[config.mk]
export PLATFORM = sky130hd
export DESIGN_NAME = lru_victim_list_with_pins
export DESIGN_NICKNAME = d
export VERILOG_FILES = /design/src/rtl/lvl_pkg.sv /design/src/rtl/lvl_store.sv /design/src/rtl/lvl_seq.sv /design/src/rtl/lru_victim_list_with_pins.sv
export SDC_FILE = /design/constraint.sdc
export NUM_CORES = 2
export LEC_CHECK = 0
export BUFFER_PORTS_ARGS = -buffer_cell sky130_fd_sc_hd__buf_2
export CORE_MARGIN = 2
export CORE_UTILIZATION = 40
export DETAILED_ROUTE_END_ITERATION = 16
export PLACE_DENSITY = 0.57
export SLEW_MARGIN = 25
export SYNTH_ARGS = -nofsm -noshare
export SYNTH_HDL_FRONTEND = slang
export SYNTH_SLANG_ARGS = --single-unit
[constraint.sdc]
create_clock -name clk -period 9.2 [get_ports clk]
set_input_delay 1.84 -clock clk [delete_from_list [all_inputs] [get_ports clk]]
set_output_delay 1.84 -clock clk [all_outputs]
set_load 0.01 [all_outputs]
[src/rtl/lvl_pkg.sv]
`timescale 1ns / 1ps
// ----------------------------------------------------------------------------
// lvl_pkg
// Shared types and codes for the LRU victim list with pin counts.
// ----------------------------------------------------------------------------
package lvl_pkg;

  localparam int FRAME_W = 6;

  // Request codes.
  localparam logic [2:0] REQ_INSERT  = 3'd0;
  localparam logic [2:0] REQ_TOUCH   = 3'd1;
  localparam logic [2:0] REQ_EVICT   = 3'd2;
  localparam logic [2:0] REQ_REMOVE  = 3'd3;
  localparam logic [2:0] REQ_SET_PIN = 3'd4;

  // Status codes.
  localparam logic [1:0] ST_OK             = 2'd0;
  localparam logic [1:0] ST_NO_VICTIM      = 2'd1;
  localparam logic [1:0] ST_NOT_LISTED     = 2'd2;
  localparam logic [1:0] ST_ALREADY_LISTED = 2'd3;

  typedef struct packed {
    logic [2:0]         req_type;
    logic [FRAME_W-1:0] frame;
    logic [7:0]         pin_value;
  } lvl_in_t;

  typedef struct packed {
    logic [1:0]         status;
    logic [FRAME_W-1:0] victim_frame;
    logic [6:0]         occupancy;
  } lvl_out_t;

  // Write strobes from the sequencer to the frame store.
  typedef struct packed {
    logic newer_we;
    logic older_we;
    logic listed_we;
    logic listed_val;
    logic pins_we;
  } lvl_wr_en_t;

endpackage

[src/rtl/lvl_store.sv]
`timescale 1ns / 1ps
// ----------------------------------------------------------------------------
// lvl_store
// Per-frame memories: newer and older links, listed flags and pin counts,
// with one shared registered read address and a clearing pass after reset.
// ----------------------------------------------------------------------------
module lvl_store
  import lvl_pkg::*;
#(
  parameter int NUM_FRAMES = 64
) (
  input  logic                          clk,
  input  logic                          rst_n,
  input  logic [$clog2(NUM_FRAMES)-1:0] rd_addr,
  input  lvl_wr_en_t                    wr_en,
  input  logic [$clog2(NUM_FRAMES)-1:0] newer_waddr,
  input  logic [$clog2(NUM_FRAMES)-1:0] newer_wdata,
  input  logic [$clog2(NUM_FRAMES)-1:0] older_waddr,
  input  logic [$clog2(NUM_FRAMES)-1:0] older_wdata,
  input  logic [$clog2(NUM_FRAMES)-1:0] flag_waddr,
  input  logic [7:0]                    pins_wdata,
  output logic [$clog2(NUM_FRAMES)-1:0] rd_newer,
  output logic [$clog2(NUM_FRAMES)-1:0] rd_older,
  output logic                          rd_listed,
  output logic [7:0]                    rd_pins,
  output logic                          busy
);

  localparam int AW = $clog2(NUM_FRAMES);

  logic [AW-1:0] newer_mem  [NUM_FRAMES];
  logic [AW-1:0] older_mem  [NUM_FRAMES];
  logic          listed_mem [NUM_FRAMES];
  logic [7:0]    pins_mem   [NUM_FRAMES];

  logic [AW-1:0] clr_idx_r, clr_idx_nxt;
  logic          clearing_r, clearing_nxt;

  logic          listed_we, pins_we, listed_wval;
  logic [AW-1:0] flag_addr;
  logic [7:0]    pins_wval;

  // The clearing pass owns the flag and pin ports until it is done.
  always_comb begin
    clr_idx_nxt  = clr_idx_r;
    clearing_nxt = clearing_r;
    if (clearing_r) begin
      clr_idx_nxt = clr_idx_r + AW'(1);
      if (clr_idx_r == AW'(NUM_FRAMES - 1)) begin
        clearing_nxt = 1'b0;
      end
    end
  end

  assign listed_we   = clearing_r | wr_en.listed_we;
  assign pins_we     = clearing_r | wr_en.pins_we;
  assign listed_wval = clearing_r ? 1'b0 : wr_en.listed_val;
  assign pins_wval   = clearing_r ? 8'd0 : pins_wdata;
  assign flag_addr   = clearing_r ? clr_idx_r : flag_waddr;
  assign busy        = clearing_r;

  always_ff @(posedge clk) begin
    if (!rst_n) begin
      clr_idx_r  <= '0;
      clearing_r <= 1'b1;
    end else begin
      clr_idx_r  <= clr_idx_nxt;
      clearing_r <= clearing_nxt;
    end
  end

  always_ff @(posedge clk) begin
    if (wr_en.newer_we) begin
      newer_mem[newer_waddr] <= newer_wdata;
    end
    if (wr_en.older_we) begin
      older_mem[older_waddr] <= older_wdata;
    end
    if (listed_we) begin
      listed_mem[flag_addr] <= listed_wval;
    end
    if (pins_we) begin
      pins_mem[flag_addr] <= pins_wval;
    end
    rd_newer  <= newer_mem[rd_addr];
    rd_older  <= older_mem[rd_addr];
    rd_listed <= listed_mem[rd_addr];
    rd_pins   <= pins_mem[rd_addr];
  end

endmodule

[src/rtl/lvl_seq.sv]
`timescale 1ns / 1ps
// ----------------------------------------------------------------------------
// lvl_seq
// Request sequencer: looks up a frame, walks from the tail for a victim,
// and unlinks or links frames through the shared store ports.
// ----------------------------------------------------------------------------
module lvl_seq
  import lvl_pkg::*;
#(
  parameter int NUM_FRAMES = 64
) (
  input  logic                          clk,
  input  logic                          rst_n,
  input  logic                          in_valid,
  output logic                          in_ready,
  input  lvl_in_t                       in_data,
  input  logic                          res_room,
  output logic                          fin_valid,
  output lvl_out_t                      fin_data,
  input  logic                          busy,
  output logic [$clog2(NUM_FRAMES)-1:0] rd_addr,
  output lvl_wr_en_t                    wr_en,
  output logic [$clog2(NUM_FRAMES)-1:0] newer_waddr,
  output logic [$clog2(NUM_FRAMES)-1:0] newer_wdata,
  output logic [$clog2(NUM_FRAMES)-1:0] older_waddr,
  output logic [$clog2(NUM_FRAMES)-1:0] older_wdata,
  output logic [$clog2(NUM_FRAMES)-1:0] flag_waddr,
  output logic [7:0]                    pins_wdata,
  input  logic [$clog2(NUM_FRAMES)-1:0] rd_newer,
  input  logic [$clog2(NUM_FRAMES)-1:0] rd_older,
  input  logic                          rd_listed,
  input  logic [7:0]                    rd_pins
);

  localparam int AW = $clog2(NUM_FRAMES);
  localparam int CW = $clog2(NUM_FRAMES + 1);
  localparam int XW = ((AW > FRAME_W) ? AW : FRAME_W) + 1;
  localparam int VW = (AW > FRAME_W) ? AW : FRAME_W;
  localparam int OW = (CW > 7) ? CW : 7;

  typedef enum logic [5:0] {
    S_IDLE   = 6'b000001,
    S_LOOK   = 6'b000010,
    S_WALK   = 6'b000100,
    S_UNLINK = 6'b001000,
    S_LINK   = 6'b010000,
    S_FINISH = 6'b100000
  } state_t;

  state_t        state_r, state_nxt;
  logic [AW-1:0] head_r, head_nxt;
  logic [AW-1:0] tail_r, tail_nxt;
  logic [CW-1:0] count_r, count_nxt;

  logic [2:0]    req_r, req_nxt;
  logic [AW-1:0] addr_r, addr_nxt;
  logic          in_range_r, in_range_nxt;
  logic [1:0]    status_r, status_nxt;
  logic [AW-1:0] victim_r, victim_nxt;
  logic [AW-1:0] target_r, target_nxt;
  logic [AW-1:0] nw_r, nw_nxt;
  logic [AW-1:0] od_r, od_nxt;
  logic [AW-1:0] walk_p_r, walk_p_nxt;
  logic [CW-1:0] walk_i_r, walk_i_nxt;

  logic [XW-1:0] frame_x;
  logic [AW-1:0] in_addr;
  logic          in_rng;
  logic          is_head, is_tail;
  logic [VW-1:0] victim_x;
  logic [OW-1:0] occ_x;

  assign frame_x = XW'(in_data.frame);
  assign in_addr = frame_x[AW-1:0];
  assign in_rng  = frame_x < XW'(NUM_FRAMES);
  assign is_head = (target_r == head_r);
  assign is_tail = (target_r == tail_r);

  assign in_ready  = (state_r == S_IDLE) && !busy;
  assign fin_valid = (state_r == S_FINISH);
  assign victim_x  = VW'(victim_r);
  assign occ_x     = OW'(count_r);

  always_comb begin
    fin_data.status       = status_r;
    fin_data.victim_frame = victim_x[FRAME_W-1:0];
    fin_data.occupancy    = occ_x[6:0];
  end

  always_comb begin
    state_nxt    = state_r;
    head_nxt     = head_r;
    tail_nxt     = tail_r;
    count_nxt    = count_r;
    req_nxt      = req_r;
    addr_nxt     = addr_r;
    in_range_nxt = in_range_r;
    status_nxt   = status_r;
    victim_nxt   = victim_r;
    target_nxt   = target_r;
    nw_nxt       = nw_r;
    od_nxt       = od_r;
    walk_p_nxt   = walk_p_r;
    walk_i_nxt   = walk_i_r;
    rd_addr      = addr_r;
    wr_en        = '0;
    newer_waddr  = '0;
    newer_wdata  = '0;
    older_waddr  = '0;
    older_wdata  = '0;
    flag_waddr   = target_r;
    pins_wdata   = in_data.pin_value;

    unique case (state_r)
      S_IDLE: begin
        rd_addr = in_addr;
        if (in_valid && !busy) begin
          req_nxt      = in_data.req_type;
          addr_nxt     = in_addr;
          in_range_nxt = in_rng;
          status_nxt   = ST_OK;
          victim_nxt   = '0;
          unique case (in_data.req_type)
            REQ_INSERT, REQ_TOUCH, REQ_REMOVE: begin
              state_nxt = S_LOOK;
            end
            REQ_EVICT: begin
              // The walk starts at the least-recent end.
              rd_addr    = tail_r;
              walk_p_nxt = tail_r;
              walk_i_nxt = '0;
              if (count_r == '0) begin
                status_nxt = ST_NO_VICTIM;
                state_nxt  = S_FINISH;
              end else begin
                state_nxt = S_WALK;
              end
            end
            REQ_SET_PIN: begin
              wr_en.pins_we = in_rng;
              flag_waddr    = in_addr;
              state_nxt     = S_FINISH;
            end
            default: begin
              state_nxt = S_FINISH;
            end
          endcase
        end
      end

      S_LOOK: begin
        target_nxt = addr_r;
        nw_nxt     = rd_newer;
        od_nxt     = rd_older;
        unique case (req_r)
          REQ_INSERT: begin
            if (!in_range_r) begin
              status_nxt = ST_NOT_LISTED;
              state_nxt  = S_FINISH;
            end else if (rd_listed) begin
              status_nxt = ST_ALREADY_LISTED;
              state_nxt  = S_FINISH;
            end else begin
              state_nxt = S_LINK;
            end
          end
          REQ_TOUCH: begin
            if (!(in_range_r && rd_listed)) begin
              status_nxt = ST_NOT_LISTED;
              state_nxt  = S_FINISH;
            end else if (addr_r == head_r) begin
              state_nxt = S_FINISH;
            end else begin
              state_nxt = S_UNLINK;
            end
          end
          default: begin
            if (!(in_range_r && rd_listed)) begin
              status_nxt = ST_NOT_LISTED;
              state_nxt  = S_FINISH;
            end else begin
              state_nxt = S_UNLINK;
            end
          end
        endcase
      end

      S_WALK: begin
        // Read data belongs to walk_p_r; the next read follows its newer link.
        rd_addr = rd_newer;
        if (rd_pins == 8'd0) begin
          target_nxt = walk_p_r;
          victim_nxt = walk_p_r;
          nw_nxt     = rd_newer;
          od_nxt     = rd_older;
          state_nxt  = S_UNLINK;
        end else if (walk_i_r == CW'(count_r - CW'(1))) begin
          status_nxt = ST_NO_VICTIM;
          state_nxt  = S_FINISH;
        end else begin
          walk_p_nxt = rd_newer;
          walk_i_nxt = walk_i_r + CW'(1);
        end
      end

      S_UNLINK: begin
        if (!is_head && !is_tail) begin
          wr_en.older_we = 1'b1;
          older_waddr    = nw_r;
          older_wdata    = od_r;
          wr_en.newer_we = 1'b1;
          newer_waddr    = od_r;
          newer_wdata    = nw_r;
        end else if (!is_head) begin
          tail_nxt = nw_r;
        end else if (!is_tail) begin
          head_nxt = od_r;
        end
        wr_en.listed_we  = 1'b1;
        wr_en.listed_val = 1'b0;
        count_nxt        = count_r - CW'(1);
        state_nxt        = (req_r == REQ_TOUCH) ? S_LINK : S_FINISH;
      end

      S_LINK: begin
        if (count_r == '0) begin
          head_nxt = target_r;
          tail_nxt = target_r;
        end else begin
          wr_en.newer_we = 1'b1;
          newer_waddr    = head_r;
          newer_wdata    = target_r;
          wr_en.older_we = 1'b1;
          older_waddr    = target_r;
          older_wdata    = head_r;
          head_nxt       = target_r;
        end
        wr_en.listed_we  = 1'b1;
        wr_en.listed_val = 1'b1;
        count_nxt        = count_r + CW'(1);
        state_nxt        = S_FINISH;
      end

      S_FINISH: begin
        if (res_room) begin
          state_nxt = S_IDLE;
        end
      end

      default: begin
        state_nxt = S_IDLE;
      end
    endcase
  end

  always_ff @(posedge clk) begin
    if (!rst_n) begin
      state_r <= S_IDLE;
      head_r  <= '0;
      tail_r  <= '0;
      count_r <= '0;
    end else begin
      state_r <= state_nxt;
      head_r  <= head_nxt;
      tail_r  <= tail_nxt;
      count_r <= count_nxt;
    end
  end

  always_ff @(posedge clk) begin
    req_r      <= req_nxt;
    addr_r     <= addr_nxt;
    in_range_r <= in_range_nxt;
    status_r   <= status_nxt;
    victim_r   <= victim_nxt;
    target_r   <= target_nxt;
    nw_r       <= nw_nxt;
    od_r       <= od_nxt;
    walk_p_r   <= walk_p_nxt;
    walk_i_r   <= walk_i_nxt;
  end

endmodule

[src/rtl/lru_victim_list_with_pins.sv]
`timescale 1ns / 1ps
// ----------------------------------------------------------------------------
// lru_victim_list_with_pins
// LRU recency list over buffer frames with per-frame pin counts.
// ----------------------------------------------------------------------------
// One request is handled at a time and gives one result transaction.
// Set-pin-count writes the pin count straight away; insert passes through
// the lookup and link states, remove through lookup and unlink, and touch
// through lookup, unlink and link. Evict walks from the tail past pinned
// frames and unlinks the first unpinned one. A rejected insert, touch or
// remove, and a touch of the current head, finish after the lookup; an
// evict on an empty list goes straight to the finish state, and one that
// finds every frame pinned finishes after walking all listed frames. The
// next request can be accepted in the cycle after its result is loaded.
// The walk rate is one frame per cycle, set by the registered read of the
// link and pin memories. After reset the block clears its listed flags and
// pin counts and accepts no request until that is done. A finished result
// waits in the output register while the next request runs.
module lru_victim_list_with_pins
  import lvl_pkg::*;
#(
  parameter int NUM_FRAMES = 64
) (
  input  logic     clk,
  input  logic     rst_n,
  input  logic     in_valid,
  output logic     in_ready,
  input  lvl_in_t  in_data,
  output logic     out_valid,
  input  logic     out_ready,
  output lvl_out_t out_data
);

  localparam int AW = $clog2(NUM_FRAMES);

  logic          out_valid_r, out_valid_nxt;
  lvl_out_t      out_data_r, out_data_nxt;
  logic          res_room;
  logic          fin_valid;
  lvl_out_t      fin_data;
  logic          busy;
  logic [AW-1:0] rd_addr;
  lvl_wr_en_t    wr_en;
  logic [AW-1:0] newer_waddr, newer_wdata;
  logic [AW-1:0] older_waddr, older_wdata;
  logic [AW-1:0] flag_waddr;
  logic [7:0]    pins_wdata;
  logic [AW-1:0] rd_newer, rd_older;
  logic          rd_listed;
  logic [7:0]    rd_pins;

  lvl_seq #(
    .NUM_FRAMES(NUM_FRAMES)
  ) u_seq (
    .clk        (clk),
    .rst_n      (rst_n),
    .in_valid   (in_valid),
    .in_ready   (in_ready),
    .in_data    (in_data),
    .res_room   (res_room),
    .fin_valid  (fin_valid),
    .fin_data   (fin_data),
    .busy       (busy),
    .rd_addr    (rd_addr),
    .wr_en      (wr_en),
    .newer_waddr(newer_waddr),
    .newer_wdata(newer_wdata),
    .older_waddr(older_waddr),
    .older_wdata(older_wdata),
    .flag_waddr (flag_waddr),
    .pins_wdata (pins_wdata),
    .rd_newer   (rd_newer),
    .rd_older   (rd_older),
    .rd_listed  (rd_listed),
    .rd_pins    (rd_pins)
  );

  lvl_store #(
    .NUM_FRAMES(NUM_FRAMES)
  ) u_store (
    .clk        (clk),
    .rst_n      (rst_n),
    .rd_addr    (rd_addr),
    .wr_en      (wr_en),
    .newer_waddr(newer_waddr),
    .newer_wdata(newer_wdata),
    .older_waddr(older_waddr),
    .older_wdata(older_wdata),
    .flag_waddr (flag_waddr),
    .pins_wdata (pins_wdata),
    .rd_newer   (rd_newer),
    .rd_older   (rd_older),
    .rd_listed  (rd_listed),
    .rd_pins    (rd_pins),
    .busy       (busy)
  );

  // The output register frees up in the same cycle its transaction is taken.
  assign res_room = !out_valid_r || out_ready;

  always_comb begin
    out_valid_nxt = out_valid_r;
    out_data_nxt  = out_data_r;
    if (fin_valid && res_room) begin
      out_valid_nxt = 1'b1;
      out_data_nxt  = fin_data;
    end else if (out_ready) begin
      out_valid_nxt = 1'b0;
    end
  end

  always_ff @(posedge clk) begin
    if (!rst_n) begin
      out_valid_r <= 1'b0;
    end else begin
      out_valid_r <= out_valid_nxt;
    end
  end

  always_ff @(posedge clk) begin
    out_data_r <= out_data_nxt;
  end

  assign out_valid = out_valid_r;
  assign out_data  = out_data_r;

endmodule

# Yosys cells after proc, flatten, opt, wreduce, memory -nomap -nowiden
# Memories as Yosys holds them, arrays and structs flattened. A register that Yosys moved wholly into a read port is not among the register bits.
# Index checks and enable logic that the tools add are counted.
dict set report totals {
  output_inout_bits 17
  ram_bits 1344
  inputBits 21
  regBits 97
  n_memories 4
  wordCells 174
}
# memory depth width rd rd_clocked_by_memory_dff wr line_no
set memory_table {}
lappend memory_table {u_store.pins_mem 64 8 1 1 1 lvl_store.sv:34} ;# logic [7:0] pins_mem [NUM_FRAMES];
lappend memory_table {u_store.newer_mem 64 6 1 1 1 lvl_store.sv:31} ;# logic [AW-1:0] newer_mem [NUM_FRAMES];
lappend memory_table {u_store.older_mem 64 6 1 1 1 lvl_store.sv:32} ;# logic [AW-1:0] older_mem [NUM_FRAMES];
lappend memory_table {u_store.listed_mem 64 1 1 1 1 lvl_store.sv:33} ;# logic listed_mem [NUM_FRAMES];
dict set report classes {
  n_addsub 4
  magnitude_cmp 1
  eq_ne 31
  mux 84
  n_reduce_logical 28
  bitwise_logic 2
}
# operator count
set op_table {}
lappend op_table {{$mux 6} 35}
lappend op_table {{$pmux 6 s2} 12}
lappend op_table {{$pmux 6 s6} 1}
lappend op_table {{$mux 7} 4}
lappend op_table {{$pmux 7 s2} 2}
lappend op_table {{$mux 2} 10}
lappend op_table {{$eq 6x6->1} 3}
lappend op_table {{$mux 1} 17}
lappend op_table {{$ne 2x2->1 const B} 8}
lappend op_table {{$add 7x1->7 const B} 2}
lappend op_table {{$eq 6x6->1 const B} 2}
lappend op_table {{$logic_not 8->1} 1}
lappend op_table {{$mux 8} 1}
lappend op_table {{$ne 2x1->1 const B} 4}
lappend op_table {{$pmux 4 s2} 1}
lappend op_table {{$reduce_and 4->1} 2}
lappend op_table {{$reduce_bool 2->1} 4}
lappend op_table {{$eq 7x7->1} 1}
lappend op_table {{$logic_not 7->1} 1}
lappend op_table {{$lt 6x7->1 const B} 1}
lappend op_table {{$sub 7x1->7 const B} 1}
lappend op_table {{$add 6x1->6 const B} 1}
lappend op_table {{$eq 3x1->1 const B} 2}
lappend op_table {{$eq 3x2->1 const B} 2}
lappend op_table {{other kinds (21)} 32}

# Longest topological paths before layout
dict set report depth {
  ltp_word 8
  ltp_mapped 16
}

# Cells and area by module
# A second synthesis with hierarchy kept.
dict set report hier_totals {
  cells_unflattened 3099
  hier_area_um2 58606.2
}
# mod cells_per_inst seq_area_each_um2 area_per_inst_um2 instances
set modules_own_cells {}
lappend modules_own_cells {lvl_store 2679 40919.2 53894.2 1}
lappend modules_own_cells {lvl_seq 400 1941.9 4204.0 1}
lappend modules_own_cells {lru_victim_list_with_pins 20 470.5 508.0 1}

# Worst setup path before layout
# Ideal clock, no wire load.
dict set report synth_timing {
  path_kind {in2reg}
  from {input in_valid}
  to {memory u_store.pins_mem[16][0], enable pin}
  setup_ns 0.370
  slack_ns 4.451
  arrival_ns 4.378
  path_buffers 2
  path_stages 9
  cell_sequence {nand2b_1 > nor2_1 > nand3_1 > mux2i_1 > o21ai_1 > or3_1 > clkbuf_1 > clkbuf_1 > nor2_1}
}
dict set report synth_via {
  elab_chain_cells 6
}
# element line_no
set synth_lines {}
lappend synth_lines {{start, declared} lru_victim_list_with_pins.sv:26} ;# input logic in_valid,
lappend synth_lines {{$logic_and 1x1->1 (*)} lvl_seq.sv:117} ;# if (in_valid && !busy) begin
lappend synth_lines {{$mux 1} lvl_seq.sv:117}
lappend synth_lines {{$mux 1} lvl_seq.sv:114} ;# unique case (state_r)
lappend synth_lines {{$or 1x1->1} lvl_store.sv:56} ;# assign pins_we = clearing_r | wr_en.pins_we;
lappend synth_lines {{$mux 1} lvl_store.sv:82} ;# if (pins_we) begin
lappend synth_lines {{$mux 1 (implied by the code)} lvl_store.sv:83} ;# pins_mem[flag_addr] <= pins_wval;
lappend synth_lines {{end, declared} lvl_store.sv:34}
# Mark *: on every way between the ends. The rest lies on a longest branch, timed or not.

# Worst setup path after layout
dict set report layout_timing {
  from {input in_valid}
  to {memory u_store.pins_mem[31][5], enable pin}
}
# The elaborated chain is that of the path after synthesis.

==> impl_metrics.yaml <==
place:
  place.gp.congestion: 0.814
  dp_hpwl_um: 84200
  portBuffers: 37
timing:
  tns_ns: 0
  drv_slew: 0
  hold_slack_ns: 0.420
  fin_skew_ns: 0.0478
  rsz0062_at_grt: "no"
  fin_crit_ns: 5.38
  hold_viol_final: 0
  relSlewSlack_pct: 28.0
  period_share_pct: 58.5
  setup_viol: 0
  worst_slew_pin_slew_ns: 1.07
  fmax_mhz: 186
final_layout:
  drive_above_1_share_pct: 13.9
  final_nets: 3790
  fillers: 12400
  n_antenna_cell: 0
  area_delta_synth_final_pct: 12.5
synth:
  synthTopCellsByArea: "edfxtp_1 73%, mux4_2 6.6%, nand2_1 4.3%"
  yosysWarnings: 0
  ys_top_cells_by_count: "1407 x edfxtp_1, 671 x nand2_1, 300 x nor2_1"
  synth_top_cell_area_share_pct: 72.8
  async_flop_share_pct: 0
  yosysMostFrequentCell: "edfxtp_1"
  ys_seq_area_share_pct: 74.6
  yosys.area.top_type: "edfxtp_1"
  synth-edff-count: 1407
  synth_nets: 3746
  syn_area_per_cell_um2: 15.6
  yosysUniqueCellTypes: 76
  ys_ff_latch: 1461
  synthCells: 3720
  synthFlopType: "edfxtp_1"
  syn-cell-area_mm2: 0.0581
setup_path:
  cp.required_ns: 9.57
  reg2regPathDepth: 11
  path_max_fanout: 16
  cp.arrival_ns: 5.75
  start_kind: "input port"
  critPathKind: "input port to flip-flop"
  endpoint_kind: "flip-flop"
global_routing:
  antenna_found_initial: 2
  grt_max_degree: 145
  grt_pass1_wl_um: 211000
  grt_usage_pct: 19.2
  overflow: 0
  grt_pass1_vias: 31700
detailed_routing:
  drtIter0Drc: 3525
  drc_errors: 0
  ant_nets: 0
  avgViaCountPerCell: 5.58
  drt_wl_total_um: 143000
  firstDrtPassIters: 5
  via_count: 32300
  avgRoutedWirePerCell_um: 24.6
floorplanning:
  die_area_mm2: 0.148
  io_pins: 38
  die_w_um: 385
  die_h_um: 385
  floorplan.initialDensity_pct: 40.4
  fp.coreArea_mm2: 0.144
  rows: 139
clock_network:
  hold_buffers: 0
  cts-root-buf: "clkbuf_16"
  worstSkewPairLatency_ns: 0.79
  cts_buffer_depth: 3
  path_clk_slew_ns: 0.06
  cts_resized: 0
  cts_num_sinks: 1461
  numCtsBuffers: 150
  cts_setup_buffers: 0
  h-tree-depth: 4
  cts_tree: "built"
pwr:
  p_leak_nw: 22.6
  peakVddDrop_mv: 0.178
  power_density_mw_per_mm2: 209
status:
  outcome: "finished, final reports clean"
hold_path:
  hp-class: "flip-flop to flip-flop"
  hold_depth: 0
job:
  drv_cap: 0
[flip-flops by register name, indices dropped and copies added, names as in the netlist, 7 cells and up]
signal              cells
u_store.pins_mem      512
u_store.listed_mem     64
u_seq.count_r           7
u_store.newer_mem     384
u_seq.walk_i_r          7
u_store.older_mem     384
out_data               15
u_store.rd_pins         8
[logic make-up after synthesis]
family	synth area share (%)
flip-flops	74.6
XOR/XNOR	0.618
adder cells (fa/ha/maj)	0.108
AND/OR/NAND/NOR	9.61
buffers and inverters	1.74
multiplexers	7.84
AO/OA/AOI/OAI	5.46
[cell usage in the layout (no fill, tap or decap), types with 54 or more instances in the layout]
| master | synthesis | final |
|---|---|---|
| nand2_1 | 671 | 666 |
| a21oi_1 | 118 | 118 |
| nor2_1 | 300 | 294 |
| dfxtp_1 | 54 | 54 |
| clkbuf_16 | 0 | 152 |
| mux4_2 | 170 | 170 |
| edfxtp_1 | 1407 | 1407 |
| mux2i_1 | 71 | 71 |
| nand3_1 | 196 | 196 |
| a31oi_1 | 63 | 62 |
[worst paths after layout]
kind                                   start                                 to  slack, ns
max                                 in_valid  u_store.pins_mem[31][5]$_DFFE_PP_       3.82
min          u_seq.victim_r[1]$_SDFFCE_PP0P_              out_data[8]$_DFFE_PP_       0.42
max reg2reg    u_seq.state_r[3]$_SDFFE_PN0P_        u_store.rd_newer[4]$_DFF_P_       3.97
min reg2reg  u_seq.victim_r[1]$_SDFFCE_PP0P_              out_data[8]$_DFFE_PP_       0.42
[worst max-delay path, cell delays in order]
cell,delay [ns]
buf_2,0.10
nand2b_1,0.13
nor2_1,0.67
nand3_1,0.58
mux2i_1,0.25
o21ai_1,0.41
nand3_1,0.84
nor2_1,0.91
[area by class of cell]
cell class	instances	area [um2]	area share [%]
inverter	14	55.1	0.0843
tap	1903	2380	3.64
timing repair buffer	100	781	1.20
clock buffer	209	4110	6.29
sequential	1461	43300	66.3
multi-input combinational	2037	13900	21.3
clock inverter	64	729	1.12
[metal layers]
metal	track usage [%]	vias to the layer above	routed length, um
li1	-	14400	-
met1	27.7	16600	63800
met2	29.8	1121	66100
met3	3.71	175	9920
met4	4.98	0	2680
met5	0	-	0
[power breakdown]
group,internal (W),switching (W),total [W],leakage [nW]
clock,0.00345,0.00252,0.00597,2.34
sequential,0.00721,0.0000197,0.00723,15.2
combinational,0.000145,0.000312,0.000457,5.03
total,0.0108,0.00285,0.0137,22.6
[per-stage QoR]
| stage | area, um2 | total power (W) | setup slack (ns) | instances | util, % |
|---|---|---|---|---|---|
| finish | 65300 | 0.0137 | 3.82 | 5788 | 45.4 |
| global route | 65300 | 0.0140 | 3.54 | 5788 | 45.4 |
| CTS | 65300 | 0.0137 | 3.91 | 5788 | 45.4 |
| detailed placement | 60500 | 0.00783 | 3.17 | 5515 | 42.0 |
| global placement | 60400 | 0.00782 | 3.13 | 5511 | 42.0 |
| floorplan | 58100 | 0.00765 | 4.45 | 3720 | - |
Power figures use the tool's default switching activity.
